==> src/hdl/hhpg_pkg.sv <==
`default_nettype none
// ----------------------------------------------------------------------------
// hhpg_pkg
// Shared widths, register indexes and helpers for the Halton / Hammersley
// point generator.
// ----------------------------------------------------------------------------
package hhpg_pkg;

   localparam int INDEX_BITS = 20;
   localparam int FRAC_BITS  = 24;

   // configuration port
   localparam int CSR_DATA_W = 20;
   localparam int CSR_IDX_W  = 2;

   localparam logic [CSR_IDX_W-1:0] REG_MODE         = CSR_IDX_W'(0);
   localparam logic [CSR_IDX_W-1:0] REG_SAMPLE_COUNT = CSR_IDX_W'(1);

   localparam logic MODE_HAMMERSLEY = 1'b0;
   localparam logic MODE_HALTON     = 1'b1;

   // base-3 denominator stays below 3 * 2^INDEX_BITS
   localparam int DEN_W = INDEX_BITS + 2;
   localparam int CNT_W = (FRAC_BITS > 1) ? $clog2(FRAC_BITS) : 1;

   // ceil(2^(INDEX_BITS+1) / 3): exact quotient by 3 for any index
   localparam logic [INDEX_BITS:0] RECIP3 =
      (INDEX_BITS+1)'(((64'd1 << (INDEX_BITS + 1)) + 64'd2) / 64'd3);

   localparam logic [FRAC_BITS:0] COORD_ONE = {1'b1, {FRAC_BITS{1'b0}}};

   typedef enum logic [3:0] {
      ST_IDLE   = 4'b0001,
      ST_DIGIT  = 4'b0010,
      ST_DIVIDE = 4'b0100,
      ST_FINISH = 4'b1000
   } state_type;

   // base-2 radical inverse, scaled to the fraction width
   function automatic logic [FRAC_BITS-1:0] inverse_base2(
      input logic [INDEX_BITS-1:0] k
   );
      logic [INDEX_BITS-1:0]           rev;
      logic [INDEX_BITS+FRAC_BITS-1:0] wide;
      for (int i = 0; i < INDEX_BITS; i++) begin
         rev[i] = k[INDEX_BITS-1-i];
      end
      wide = {rev, {FRAC_BITS{1'b0}}} >> INDEX_BITS;
      return wide[FRAC_BITS-1:0];
   endfunction

endpackage
`default_nettype wire

==> src/hdl/halton_hammersley_point_generator.sv <==
`default_nettype none
// ----------------------------------------------------------------------------
// halton_hammersley_point_generator
// Turns a sample index into one 2-D low-discrepancy point, Q1.24 / Q0.24.
// ----------------------------------------------------------------------------
// Usage:
//  - csr_wen / csr_index / csr_wdata write mode (0) and sample_count (1),
//    only while no transaction is in flight; other indexes are ignored.
//  - req_* carries the sample index, rsp_* the x and y coordinates.
//  - one transaction at a time: req_ready is high only when the sequencer
//    is idle; the previous result may still sit in the output register.
//  - Hammersley: load, 24 division steps, hand-over; when k is 0, k >= n or
//    n is 0, the division steps are skipped.
//  - Halton: load, m base-3 digit steps (m <= 13 for 20-bit k), 24 division
//    steps, hand-over; when k is 0, the digit and division steps are skipped.
//  - the division steps run on one shared compare/subtract unit; digit
//    extraction uses one reciprocal multiply by 1/3 per cycle.
//  - a stalled receiver keeps the finished result in the sequencer until
//    the output register frees up.
//  - synchronous reset clears the sequencer, the output valid flag and
//    the registers to mode 0, sample_count 1.
// ----------------------------------------------------------------------------
module halton_hammersley_point_generator
   import hhpg_pkg::*;
(
   input  wire logic                  clock,
   input  wire logic                  reset,
   input  wire logic                  csr_wen,
   input  wire logic [CSR_IDX_W-1:0]  csr_index,
   input  wire logic [CSR_DATA_W-1:0] csr_wdata,
   input  wire logic                  req_valid,
   output logic                       req_ready,
   input  wire logic [INDEX_BITS-1:0] req_sample_index,
   output logic                       rsp_valid,
   input  wire logic                  rsp_ready,
   output logic [FRAC_BITS:0]         rsp_x_coord,
   output logic [FRAC_BITS-1:0]       rsp_y_coord
);

   state_type                 state_ff, state_in;
   logic                      cfg_mode_ff, cfg_mode_in;
   logic [INDEX_BITS-1:0]     cfg_count_ff, cfg_count_in;
   logic                      item_mode_ff, item_mode_in;
   logic                      rsp_valid_ff, rsp_valid_in;
   logic [CNT_W-1:0]          count_ff, count_in;

   logic [INDEX_BITS-1:0]     work_ff, work_in;
   logic [DEN_W-1:0]          rem_ff, rem_in;
   logic [DEN_W-1:0]          den_ff, den_in;
   logic [FRAC_BITS-1:0]      quo_ff, quo_in;
   logic [FRAC_BITS:0]        x_res_ff, x_res_in;
   logic [FRAC_BITS-1:0]      y_res_ff, y_res_in;
   logic [FRAC_BITS:0]        rsp_x_ff, rsp_x_in;
   logic [FRAC_BITS-1:0]      rsp_y_ff, rsp_y_in;

   logic [INDEX_BITS-1:0]     k_w;
   logic [FRAC_BITS-1:0]      b2_w;
   logic [2*INDEX_BITS:0]     prod_w;
   logic [INDEX_BITS-1:0]     q3_w;
   logic [INDEX_BITS+1:0]     q3x3_w;
   logic [1:0]                digit_w;
   logic [DEN_W+1:0]          rev3_w;
   logic [DEN_W+1:0]          den3_w;
   logic [DEN_W:0]            r2_w;
   logic [DEN_W:0]            diff_w;
   logic                      ge_w;

   // configuration registers
   always_comb begin
      cfg_mode_in  = cfg_mode_ff;
      cfg_count_in = cfg_count_ff;
      if (csr_wen) begin
         unique case (csr_index)
            REG_MODE:         cfg_mode_in  = csr_wdata[0];
            REG_SAMPLE_COUNT: cfg_count_in = csr_wdata[INDEX_BITS-1:0];
            default: ;
         endcase
      end
   end

   // shared datapath
   assign k_w     = req_sample_index[INDEX_BITS-1:0];
   assign b2_w    = inverse_base2(k_w);
   assign prod_w  = (2*INDEX_BITS+1)'(work_ff) * (2*INDEX_BITS+1)'(RECIP3);
   assign q3_w    = prod_w[2*INDEX_BITS:INDEX_BITS+1];
   assign q3x3_w  = {1'b0, q3_w, 1'b0} + {2'b00, q3_w};
   assign digit_w = work_ff[1:0] - q3x3_w[1:0];
   assign rev3_w  = {1'b0, rem_ff, 1'b0} + {2'b00, rem_ff} + {{DEN_W{1'b0}}, digit_w};
   assign den3_w  = {1'b0, den_ff, 1'b0} + {2'b00, den_ff};
   assign r2_w    = {rem_ff, 1'b0};
   assign ge_w    = r2_w >= {1'b0, den_ff};
   assign diff_w  = r2_w - {1'b0, den_ff};

   // sequencer
   always_comb begin
      state_in     = state_ff;
      item_mode_in = item_mode_ff;
      count_in     = count_ff;
      work_in      = work_ff;
      rem_in       = rem_ff;
      den_in       = den_ff;
      quo_in       = quo_ff;
      x_res_in     = x_res_ff;
      y_res_in     = y_res_ff;
      rsp_x_in     = rsp_x_ff;
      rsp_y_in     = rsp_y_ff;
      rsp_valid_in = rsp_valid_ff & ~rsp_ready;

      unique case (state_ff)
         ST_IDLE: begin
            if (req_valid) begin
               item_mode_in = cfg_mode_ff;
               count_in     = '0;
               quo_in       = '0;
               if (cfg_mode_ff == MODE_HAMMERSLEY) begin
                  y_res_in = b2_w;
                  if (k_w == '0) begin
                     x_res_in = '0;
                     state_in = ST_FINISH;
                  end else if (cfg_count_ff == '0 || k_w >= cfg_count_ff) begin
                     x_res_in = COORD_ONE;
                     state_in = ST_FINISH;
                  end else begin
                     rem_in   = DEN_W'(k_w);
                     den_in   = DEN_W'(cfg_count_ff);
                     state_in = ST_DIVIDE;
                  end
               end else begin
                  x_res_in = {1'b0, b2_w};
                  if (k_w == '0) begin
                     y_res_in = '0;
                     state_in = ST_FINISH;
                  end else begin
                     work_in  = k_w;
                     rem_in   = '0;
                     den_in   = DEN_W'(1);
                     state_in = ST_DIGIT;
                  end
               end
            end
         end
         ST_DIGIT: begin
            // one base-3 digit per cycle, least significant first
            work_in = q3_w;
            rem_in  = rev3_w[DEN_W-1:0];
            den_in  = den3_w[DEN_W-1:0];
            if (q3_w == '0) begin
               state_in = ST_DIVIDE;
            end
         end
         ST_DIVIDE: begin
            rem_in   = ge_w ? diff_w[DEN_W-1:0] : r2_w[DEN_W-1:0];
            quo_in   = {quo_ff[FRAC_BITS-2:0], ge_w};
            count_in = count_ff + CNT_W'(1);
            if (count_ff == CNT_W'(FRAC_BITS - 1)) begin
               if (item_mode_ff == MODE_HAMMERSLEY) begin
                  x_res_in = {1'b0, quo_in};
               end else begin
                  y_res_in = quo_in;
               end
               state_in = ST_FINISH;
            end
         end
         ST_FINISH: begin
            if (!rsp_valid_ff || rsp_ready) begin
               rsp_valid_in = 1'b1;
               rsp_x_in     = x_res_ff;
               rsp_y_in     = y_res_ff;
               state_in     = ST_IDLE;
            end
         end
         default: begin
            state_in = ST_IDLE;
         end
      endcase
   end

   always_ff @(posedge clock) begin
      if (reset) begin
         state_ff     <= ST_IDLE;
         cfg_mode_ff  <= MODE_HAMMERSLEY;
         cfg_count_ff <= INDEX_BITS'(1);
         item_mode_ff <= MODE_HAMMERSLEY;
         rsp_valid_ff <= 1'b0;
         count_ff     <= '0;
      end else begin
         state_ff     <= state_in;
         cfg_mode_ff  <= cfg_mode_in;
         cfg_count_ff <= cfg_count_in;
         item_mode_ff <= item_mode_in;
         rsp_valid_ff <= rsp_valid_in;
         count_ff     <= count_in;
      end
   end

   always_ff @(posedge clock) begin
      work_ff  <= work_in;
      rem_ff   <= rem_in;
      den_ff   <= den_in;
      quo_ff   <= quo_in;
      x_res_ff <= x_res_in;
      y_res_ff <= y_res_in;
      rsp_x_ff <= rsp_x_in;
      rsp_y_ff <= rsp_y_in;
   end

   assign req_ready   = (state_ff == ST_IDLE);
   assign rsp_valid   = rsp_valid_ff;
   assign rsp_x_coord = rsp_x_ff;
   assign rsp_y_coord = rsp_y_ff;

   // checks
   a_busy_after_accept: assert property (@(posedge clock) disable iff (reset)
      (req_valid && req_ready) |=> (state_ff != ST_IDLE))
      else $error("sequencer idle right after a transaction was taken");

   a_rem_below_den: assert property (@(posedge clock) disable iff (reset)
      (state_ff == ST_DIGIT || state_ff == ST_DIVIDE) |-> (rem_ff < den_ff))
      else $error("partial remainder not below divisor");

   a_x_in_range: assert property (@(posedge clock) disable iff (reset)
      rsp_valid_ff |-> (rsp_x_ff <= COORD_ONE))
      else $error("x coordinate above one");

endmodule
`default_nettype wire
==> config.mk <==
export PLATFORM = sky130hd
export DESIGN_NAME = halton_hammersley_point_generator
export DESIGN_NICKNAME = d
export VERILOG_FILES = /design/src/hdl/hhpg_pkg.sv /design/src/hdl/halton_hammersley_point_generator.sv
export SDC_FILE = /design/constraint.sdc
export NUM_CORES = 1
export LEC_CHECK = 0
export BUFFER_PORTS_ARGS = -buffer_cell sky130_fd_sc_hd__buf_4
export CORE_ASPECT_RATIO = 0.75
export CORE_UTILIZATION = 45
export DETAILED_ROUTE_END_ITERATION = 16
export PLACE_DENSITY = 0.62
export SLEW_MARGIN = 0
export SYNTH_ARGS = -nofsm -noshare
export SYNTH_HDL_FRONTEND = slang
export SYNTH_SLANG_ARGS = --single-unit
==> constraint.sdc <==
create_clock -name clock -period 10.6 [get_ports clock]
set_input_delay 1.06 -clock clock [delete_from_list [all_inputs] [get_ports clock]]
set_output_delay 1.06 -clock clock [all_outputs]
set_load 0.02 [all_outputs]
==> run metrics, run 1 <==
status=complete, no violations; Slew Viols, Final=0; port bufs=97; Non-Filler Instances=2528; Die X-Extent=240.7 um; compound-cell area share of the yosys netlist=12.80%; global-route wire length before repair=80.04 mm; Startpoint Class=flip-flop; largest family of logic cells by synthesized area=adder cells; arrival time at the worst endpoint=10380 ps; Layout Area Growth over Synthesis=11.28%; Post-Route WL=51.94 mm; top post-synthesis cells by area=edfxtp_1 (29%), ha_1 (19%), fa_1 (14%); vias in the first global route=13700; Placer Congestion=0.9561; final worst-path setup slack=511.0 ps; clock-pin slew on the worst setup and hold paths=60 ps; initial antenna violation count=1; Post-synth EDFFs=185; register bit total from synthesis=217; XOR/XNOR Fraction of Synth Area=3.918%; RSZ-0062 raised after global routing=false; WP data required=10900 ps; max incr delay on CP=600 ps; final setup vio count=0; top cell type's share of synthesized area=28.90%; TNS Setup=0 ps; Final ANT Viol Nets=0; clk buf depth=3; Starting Density=45.63%; critical path's most frequent cell=fa_1; die height=181 um; wire length per cell=20.55 um; setup repair bufs after CTS=0; R2R setup slack=510 ps; CTS Sinks=217; Yosys warning total=0; synthesized-area fraction occupied by adder cells=33.44%; # diodes=0; Vias=14040; Tmin final=10090 ps; final hold vios=0; htree depth=1; Via density=5.553; mux contribution to synthesized area=0.7354%; worst slew pin tran=1141 ps; die area=43560 um^2; crit end category=flip-flop; Clk Latency, worst-skew pair=550 ps; CTS resizes=0; DP HPWL=41.26 mm; Syn Nets=2325; detailed-router iteration count before antenna repair=5; Hold Path Class=flip-flop to flip-flop; reg2reg path depth=36; Placeable Area=42130 um^2; CTS tree=yes; # hold bufs at CTS=0; largest net degree at the start of global routing=88; layout cell share with drive strength beyond 1=9.597%; layout net count=2420; gr usage total=24.28%; CTS root buf=clkbuf_16; Crit-path slowest cell=edfxtp_1; simple-gate share of the synthesized area=10.45%; ys async rst share=0%; Max Clock Skew=11.84 ps; f_max=99.12 MHz; largest area contributor in the netlist=edfxtp_1; hold depth=0; Residual DRC=0; max-cap violation count=0; Core Rows=65; cell area after synthesis=19220 um^2; IO Count=98; prevailing post-synth register cell=edfxtp_1; Setup WS pre-CTS=492.0 ps; DP Cell Count=2486; Detailed Route Iter0 Violations=1108; final core utilization=50.78%; total CTS buffers=23; Cells after Synth=1847; sequential area share after synthesis=32.23%; Final period util=95.18%; Slew Limit Headroom=23.77%; crit path max fanout=9; Avg Synthesized Cell Area=10.41 um^2; crit path kind=flip-flop to flip-flop; GR Overflow Total=0; Netlist cell types=73
-- flip-flops by register name, summed over array words and instances, names as in the netlist --
| signal | cells |
|---|---|
| quo_ff | 23 |
| y_res_ff | 24 |
| cfg_mode_ff | 1 |
| rsp_x_coord | 25 |
| den_ff | 22 |
| item_mode_ff | 1 |
| rsp_valid | 1 |
| cfg_count_ff | 20 |
| rem_ff | 22 |
| state_ff | 4 |
| work_ff | 20 |
| count_ff | 5 |
| x_res_ff | 25 |
| rsp_y_coord | 24 |
-- worst max-delay path: cells and delay by family, from the launching register on --
family	cells	cell delay, ps
DFF	1	600
and+or+nand+nor	4	410
adders and majority gates	11	4720
xor gates and xnor gates	4	790
AOI/OAI and AO/OA	11	2950
buffers and inverters	6	370
-- Yosys cell counts, drive strengths merged, types with 28 or more instances --
master,n
o21ai,86
xor2,34
nor2,64
nand2,139
inv,286
xnor2,52
fa,138
and2,28
ha,293
a21oi,98
a21o,65
nand3,39
dfxtp,32
clkbuf,39
edfxtp,185
-- layer usage --
layer  vias to the layer above  share of wire [%]  GRT usage, %  routed length, um
met1                      6860                 51         39.26              26470
met2                       464                 40         33.13              20560
met4                         2                1.7         4.229                884
met5                         -              0.023             0                 12
li1                       6652                  -             -                  -
met3                        59                7.7         4.691               4018
-- cells in the final DEF, fill, tap and decap left out, types with 7 or more instances in the layout --
master / n
a211oi_1: 9
a21o_1: 65
a21oi_1: 94
a31oi_1: 11
and2_1: 28
buf_4: 112
clkbuf_1: 9
clkbuf_16: 23
dfxtp_1: 32
edfxtp_1: 185
fa_1: 138
ha_1: 293
inv_1: 286
mux2i_1: 13
nand2_1: 138
nand2b_1: 11
nand3_1: 37
nand3b_1: 9
nand4_1: 15
nor2_1: 63
nor2b_1: 13
nor3_1: 25
nor4_1: 16
o21ai_0: 71
o21ai_1: 12
o21bai_1: 7
o221ai_1: 16
o31ai_1: 12
or2_2: 10
or3_1: 13
xnor2_1: 52
xor2_1: 34
-- cell type report --
| type | instances | area, um^2 |
|---|---|---|
| inverters | 286 | 1074 |
| multi-input cells | 1302 | 11850 |
| clock buffers | 35 | 650.6 |
| well taps | 569 | 711.9 |
| flip-flops and latches | 217 | 6196 |
| repair buffers | 112 | 840.8 |
| fillers | 3847 | 20730 |
| clock inverters | 7 | 73.82 |
-- logic make-up (layout without fill, tap and decap cells) --
| logic type | Yosys count | after routing |
|---|---|---|
| adder cells (fa/ha/maj) | 431 | 431 |
| flip-flops | 217 | 217 |
| AO/OA/AOI/OAI | 367 | 367 |
| multiplexers | 14 | 14 |
| AND/OR/NAND/NOR | 404 | 404 |
| XOR/XNOR | 86 | 86 |
| buffers and inverters | 328 | 440 |
-- worst paths after layout --
path                                  start             end
worst max-delay path             work_ff[7]      rem_ff[19]
worst max register to register   work_ff[7]      rem_ff[19]
worst min register to register  y_res_ff[7]  rsp_y_coord[7]
worst min-delay path            y_res_ff[7]  rsp_y_coord[7]
-- per-stage QoR --
step / instance area [um^2] / hold slack [ps]
finish: 21390 / 416.8
global route: 21390 / 424.2
CTS: 21390 / 418.6
detailed placement: 20660 / 404.5
global placement: 20660 / 402.7
floorplan: 19220 / 400.3
Power of run 1 is not shown: default switching activity piles up to over one toggle a cycle in this logic, so the estimate is an artifact.
==> run 2, diff against run 1 <==
- CORE_UTILIZATION: 45 -> 25
- PLACE_DENSITY: 0.62 -> 0.39
==> run metrics, run 2 (same netlist as run 1, synthesis figures left out) <==
RSZ-0062 raised after global routing=false; crit path max fanout=6 (-3); worst slew pin tran=970.5 ps (-170.2 ps); Worst R2R End=rem_ff[20]; commonest non-fill, non-tap cell in the layout=ha_1; Core Rows=87 (+34%); detailed-router iteration count before antenna repair=5 (unchanged); max-cap violation count=0 (unchanged); WP data required=10920 ps (+20 ps); die height=242.2 um (+34%); crit end category=flip-flop; clock-pin slew on the worst setup and hold paths=70 ps (about the same); # hold bufs at CTS=0 (unchanged); highest-count cells in the layout ignoring fill and taps=ha_1 (293), inv_1 (286), edfxtp_1 (185); Vias=13980 (-0.43%); # diodes=0 (unchanged); critical path's most frequent cell=fa_1; R2R setup slack=690 ps (+180 ps); reg-to-reg startpoint=work_ff[11]; Placer Congestion=0.8709 (-8.9%); global-route wire length before repair=90.00 mm (+12%); Via density=4.663 (-16%); gr usage total=15.29% (-9.0 points); CTS Sinks=217 (unchanged); Max Clock Skew=22.35 ps (+10.51 ps); Final Instance Area=22160 um^2 (+3.6%); Slew Limit Headroom=35.05% (+11 points); wire length per cell=19.82 um (-3.6%); Hold Path Class=flip-flop to flip-flop; GR Overflow Total=0 (unchanged); Detailed Route Iter0 Violations=1101 (-0.63%); IO Count=98 (unchanged); layout cell share with drive strength beyond 1=10.59% (+0.99 points); area post-placement=21280 um^2 (+3.0%); DP HPWL=47.69 mm (+16%); Final period util=93.48% (-1.7 points); Layout Area Growth over Synthesis=15.27%; CTS root buf=clkbuf_16; Final ANT Viol Nets=0 (unchanged); arrival time at the worst endpoint=10230 ps (-150 ps); die area=78020 um^2 (+79%); total CTS buffers=25 (+8.7%); reg2reg path depth=35 (-2.8%); largest net degree at the start of global routing=52 (-41%); TNS Setup=0 ps (unchanged); Clk Latency, worst-skew pair=580 ps (+30 ps); Post-Route WL=59.39 mm (+14%); critical path launch point=work_ff[11]; Startpoint Class=flip-flop; clk buf depth=3 (unchanged); Tmin final=9909 ps (-180.1 ps); htree depth=1 (unchanged); port bufs=97 (unchanged); f_max=100.9 MHz (+1.8%); final setup vio count=0 (unchanged); Die X-Extent=322.2 um (+34%); worst setup path end=rem_ff[20]; initial antenna violation count=5 (+4); layout net count=2433 (+0.54%); Residual DRC=0 (unchanged); Slew Viols, Final=0 (unchanged); Crit-path slowest cell=o41ai_1; final hold vios=0 (unchanged); vias in the first global route=14110 (+3.0%); CTS tree=yes; Starting Density=25.41% (-20 points); status=complete, no violations; crit path kind=flip-flop to flip-flop; Placeable Area=75650 um^2 (+80%); max incr delay on CP=620 ps (+20 ps)
[run 2: cell types whose count changed in the layout (fill, tap and decap cells not counted), moves of 2 or more]
| cell | delta |
|---|---|
| buf_4 | +11 |
| clkbuf_1 | -3 |
| clkbuf_16 | +3 |
| clkbuf_8 | +2 |
| inv_4 | +2 |
[run 2: how the worst min path moves through the flow]
stage | depth (start not counted) | endpoint | start
detailed placement | 0 | rsp_x_coord[10] | x_res_ff[10]
global route | 0 | rsp_x_coord[10] | x_res_ff[10]
global placement | 0 | rsp_x_coord[21] | x_res_ff[21]
finish | 0 | rsp_x_coord[21] | x_res_ff[21]
CTS | 0 | rsp_y_coord[3] | y_res_ff[3]
floorplan | 0 | rsp_x_coord[0] | x_res_ff[0]
[run 2: per-layer routing]
layer	track usage [%]	up-vias	part of all wire (%)
li1	-	6679	-
met3	2.475	44	5.9
met4	2.353	0	1.5
met1	25.10	6898	54
met2	20.59	355	39
met5	0	-	0
[run 2: layout make-up]
type | instances | area, um^2
Fill cell | 7845 | 53490
Multi-Input combinational cell | 1302 | 11880
Sequential cell | 217 | 6196
Tap cell | 1023 | 1280
Inverter | 286 | 1074
Timing Repair Buffer | 123 | 923.4
Clock buffer | 37 | 742.0
Clock inverter | 9 | 68.82
[run 2: worst max-delay path: cells and delay by family, from the launching register on]
kind                       cells  cell delay (ps)
DFF                            1              520
AOI/OAI and AO/OA             15             3830
xor gates and xnor gates       3              520
buffers and inverters          5              270
and+or+nand+nor                1              100
adders and majority gates     11             4450
[run 2: repair_timing]
action	CTS	global route
gates resized for setup	0	2
buffers inserted	0	8
endpoints found under the setup margin	0	2
[run 2: through the flow]
step                      setup WS (ps)  instances  hold slack (ps)  utilization (%)
after floorplan                    1502       1847            400.3                -
after global placement            670.4       2943            405.0            28.12
after detailed placement          517.2       2943            404.5            28.12
after CTS                         480.9       2989            419.1            29.20
after global routing              115.6       2997            424.2            29.29
final                             691.1       2997            417.6            29.29
Power of run 2 is left out for the same reason.
==> run 3, diff against run 2 <==
- PLACE_DENSITY: 0.39 -> not set
- SKIP_CTS_REPAIR_TIMING: not set -> 1
==> run metrics, run 3 (same netlist as run 1, synthesis figures left out) <==
HP Start=y_res_ff[21]; Endpoint, Worst Hold=rsp_y_coord[21]; CP Buf/Inv Count=6 (+1); wire length per cell=16.99 um (-14%); CTS Sinks=217 (unchanged); Final ANT Viol Nets=0 (unchanged); layout net count=2421 (-0.49%); arrival time at the worst endpoint=10240 ps (about the same); vias in the first global route=13290 (-5.8%); met3 GRT Util=2.734% (+0.26 points); # diodes=0 (unchanged); max incr delay on CP=600 ps (-20 ps); worst slew pin tran=1113 ps (+142.4 ps); Placeable Area=75650 um^2 (unchanged); total CTS buffers=22 (-12%); critical path's most frequent cell=fa_1; Residual DRC=0 (unchanged); gr usage total=12.95% (-2.3 points); Clk Latency, worst-skew pair=530 ps (-50 ps); met1 Usage GRT=20.80% (-4.3 points); WP data required=10890 ps (-30 ps); clk buf depth=3 (unchanged); reg2reg path depth=36 (+2.9%); port bufs=97 (unchanged); Starting Density=25.41% (unchanged); f_max=100.4 MHz (-0.48%); Final period util=93.93% (+0.45 points); Hold Path Class=flip-flop to flip-flop; Detailed Route Iter0 Violations=1225 (+11%); layout cell share with drive strength beyond 1=9.801% (-0.79 points); Max Clock Skew=29.84 ps (+7.487 ps); final worst-path setup slack=643.4 ps (-47.68 ps); max-cap violation count=0 (unchanged); Via density=4.592 (-1.5%); crit end category=flip-flop; reg-to-reg startpoint=work_ff[10]; Placer Congestion=0.9094 (+4.4%); crit path max fanout=8 (+2); area post-placement=21240 um^2 (-0.15%); CTS tree=yes; RSZ-0062 raised after global routing=false; Worst path top cell family by delay=adder cells; final setup vio count=0 (unchanged); clock-pin slew on the worst setup and hold paths=70 ps (about the same); Vias=13690 (-2.0%); Tmin final=9957 ps (+47.68 ps); final core utilization=29.03% (-0.26 points); crit path kind=flip-flop to flip-flop; Die X-Extent=322.2 um (unchanged); R2R setup slack=640 ps (-50 ps); DP HPWL=40.93 mm (-14%); Worst R2R End=rem_ff[19]; highest-count cells in the layout ignoring fill and taps=ha_1 (293), inv_1 (286), edfxtp_1 (185); IO Count=98 (unchanged); grt peak-use layer=met1; die area=78020 um^2 (unchanged); Setup WS pre-CTS=689.2 ps (+172.0 ps); Slew Viols, Final=0 (unchanged); GR Overflow Total=0 (unchanged); Crit-path slowest cell=edfxtp_1; Layout Area Growth over Synthesis=14.23%; status=complete, no violations; CTS root buf=clkbuf_16; Slew Limit Headroom=25.62% (-9.4 points); met2 Usage GRT=17.62% (-3.0 points); Startpoint Class=flip-flop; Final Instance Area=21960 um^2 (-0.90%); TNS Setup=0 ps (unchanged); largest net degree at the start of global routing=88 (+69%); die height=242.2 um (unchanged); detailed-router iteration count before antenna repair=5 (unchanged); htree depth=1 (unchanged); commonest non-fill, non-tap cell in the layout=ha_1; final hold vios=0 (unchanged); initial antenna violation count=0 (-5); hold depth=0 (unchanged); global-route wire length before repair=79.31 mm (-12%); Core Rows=87 (unchanged); Post-Route WL=50.67 mm (-15%)
-- run 3: changes by cell type in the layout (fill, tap and decap cells not counted), moves of 2 or more --
cell,delta
clkinv_2,-2
clkbuf_8,-3
buf_4,-9
clkbuf_16,-2
clkinv_4,+2
clkinv_1,+2
clkbuf_1,-2
-- run 3: how the worst max path moves through the flow --
stage,from,to,cells after the start
2_1_floorplan,work_ff[9],rem_ff[19],36
3_3_place_gp,work_ff[10],rem_ff[19],34
3_5_place_dp,work_ff[10],rem_ff[19],36
4_1_cts,work_ff[10],rem_ff[19],34
5_1_grt,work_ff[4],rem_ff[21],37
6_report,work_ff[10],rem_ff[19],36
-- run 3: layout make-up --
type / count / area [um^2]
Multi-Input combinational cell: 1302 / 11850
Tap cell: 1023 / 1280
Inverter: 286 / 1074
Clock buffer: 30 / 643.1
Clock inverter: 10 / 66.31
Sequential cell: 217 / 6196
Fill cell: 7836 / 53690
Timing Repair Buffer: 114 / 855.8
-- run 3: through the flow --
step	hold WS [ps]	std cells
6_report	414.0	2982
5_1_grt	418.6	2982
4_1_cts	414.3	2982
3_5_place_dp	404.5	2942
3_3_place_gp	403.3	2942
2_1_floorplan	400.3	1847
-- run 3: metal layers --
metal	vias to the layer above	share of wire (%)	wire [um]
li1	6676	-	-
met1	6573	53	26620
met2	410	39	19840
met3	34	7.1	3622
met4	0	1.2	585
met5	-	0	0
-- run 3: worst register-to-register path: cells and delay by family (launching register included) --
family                     cells  cell delay [ps]
adders and majority gates     12             4830
buffers and inverters          6              330
and+or+nand+nor                3              330
xor gates and xnor gates       3              520
AOI/OAI and AO/OA             12             3080
DFF                            1              600
Power of run 3 is left out for the same reason.
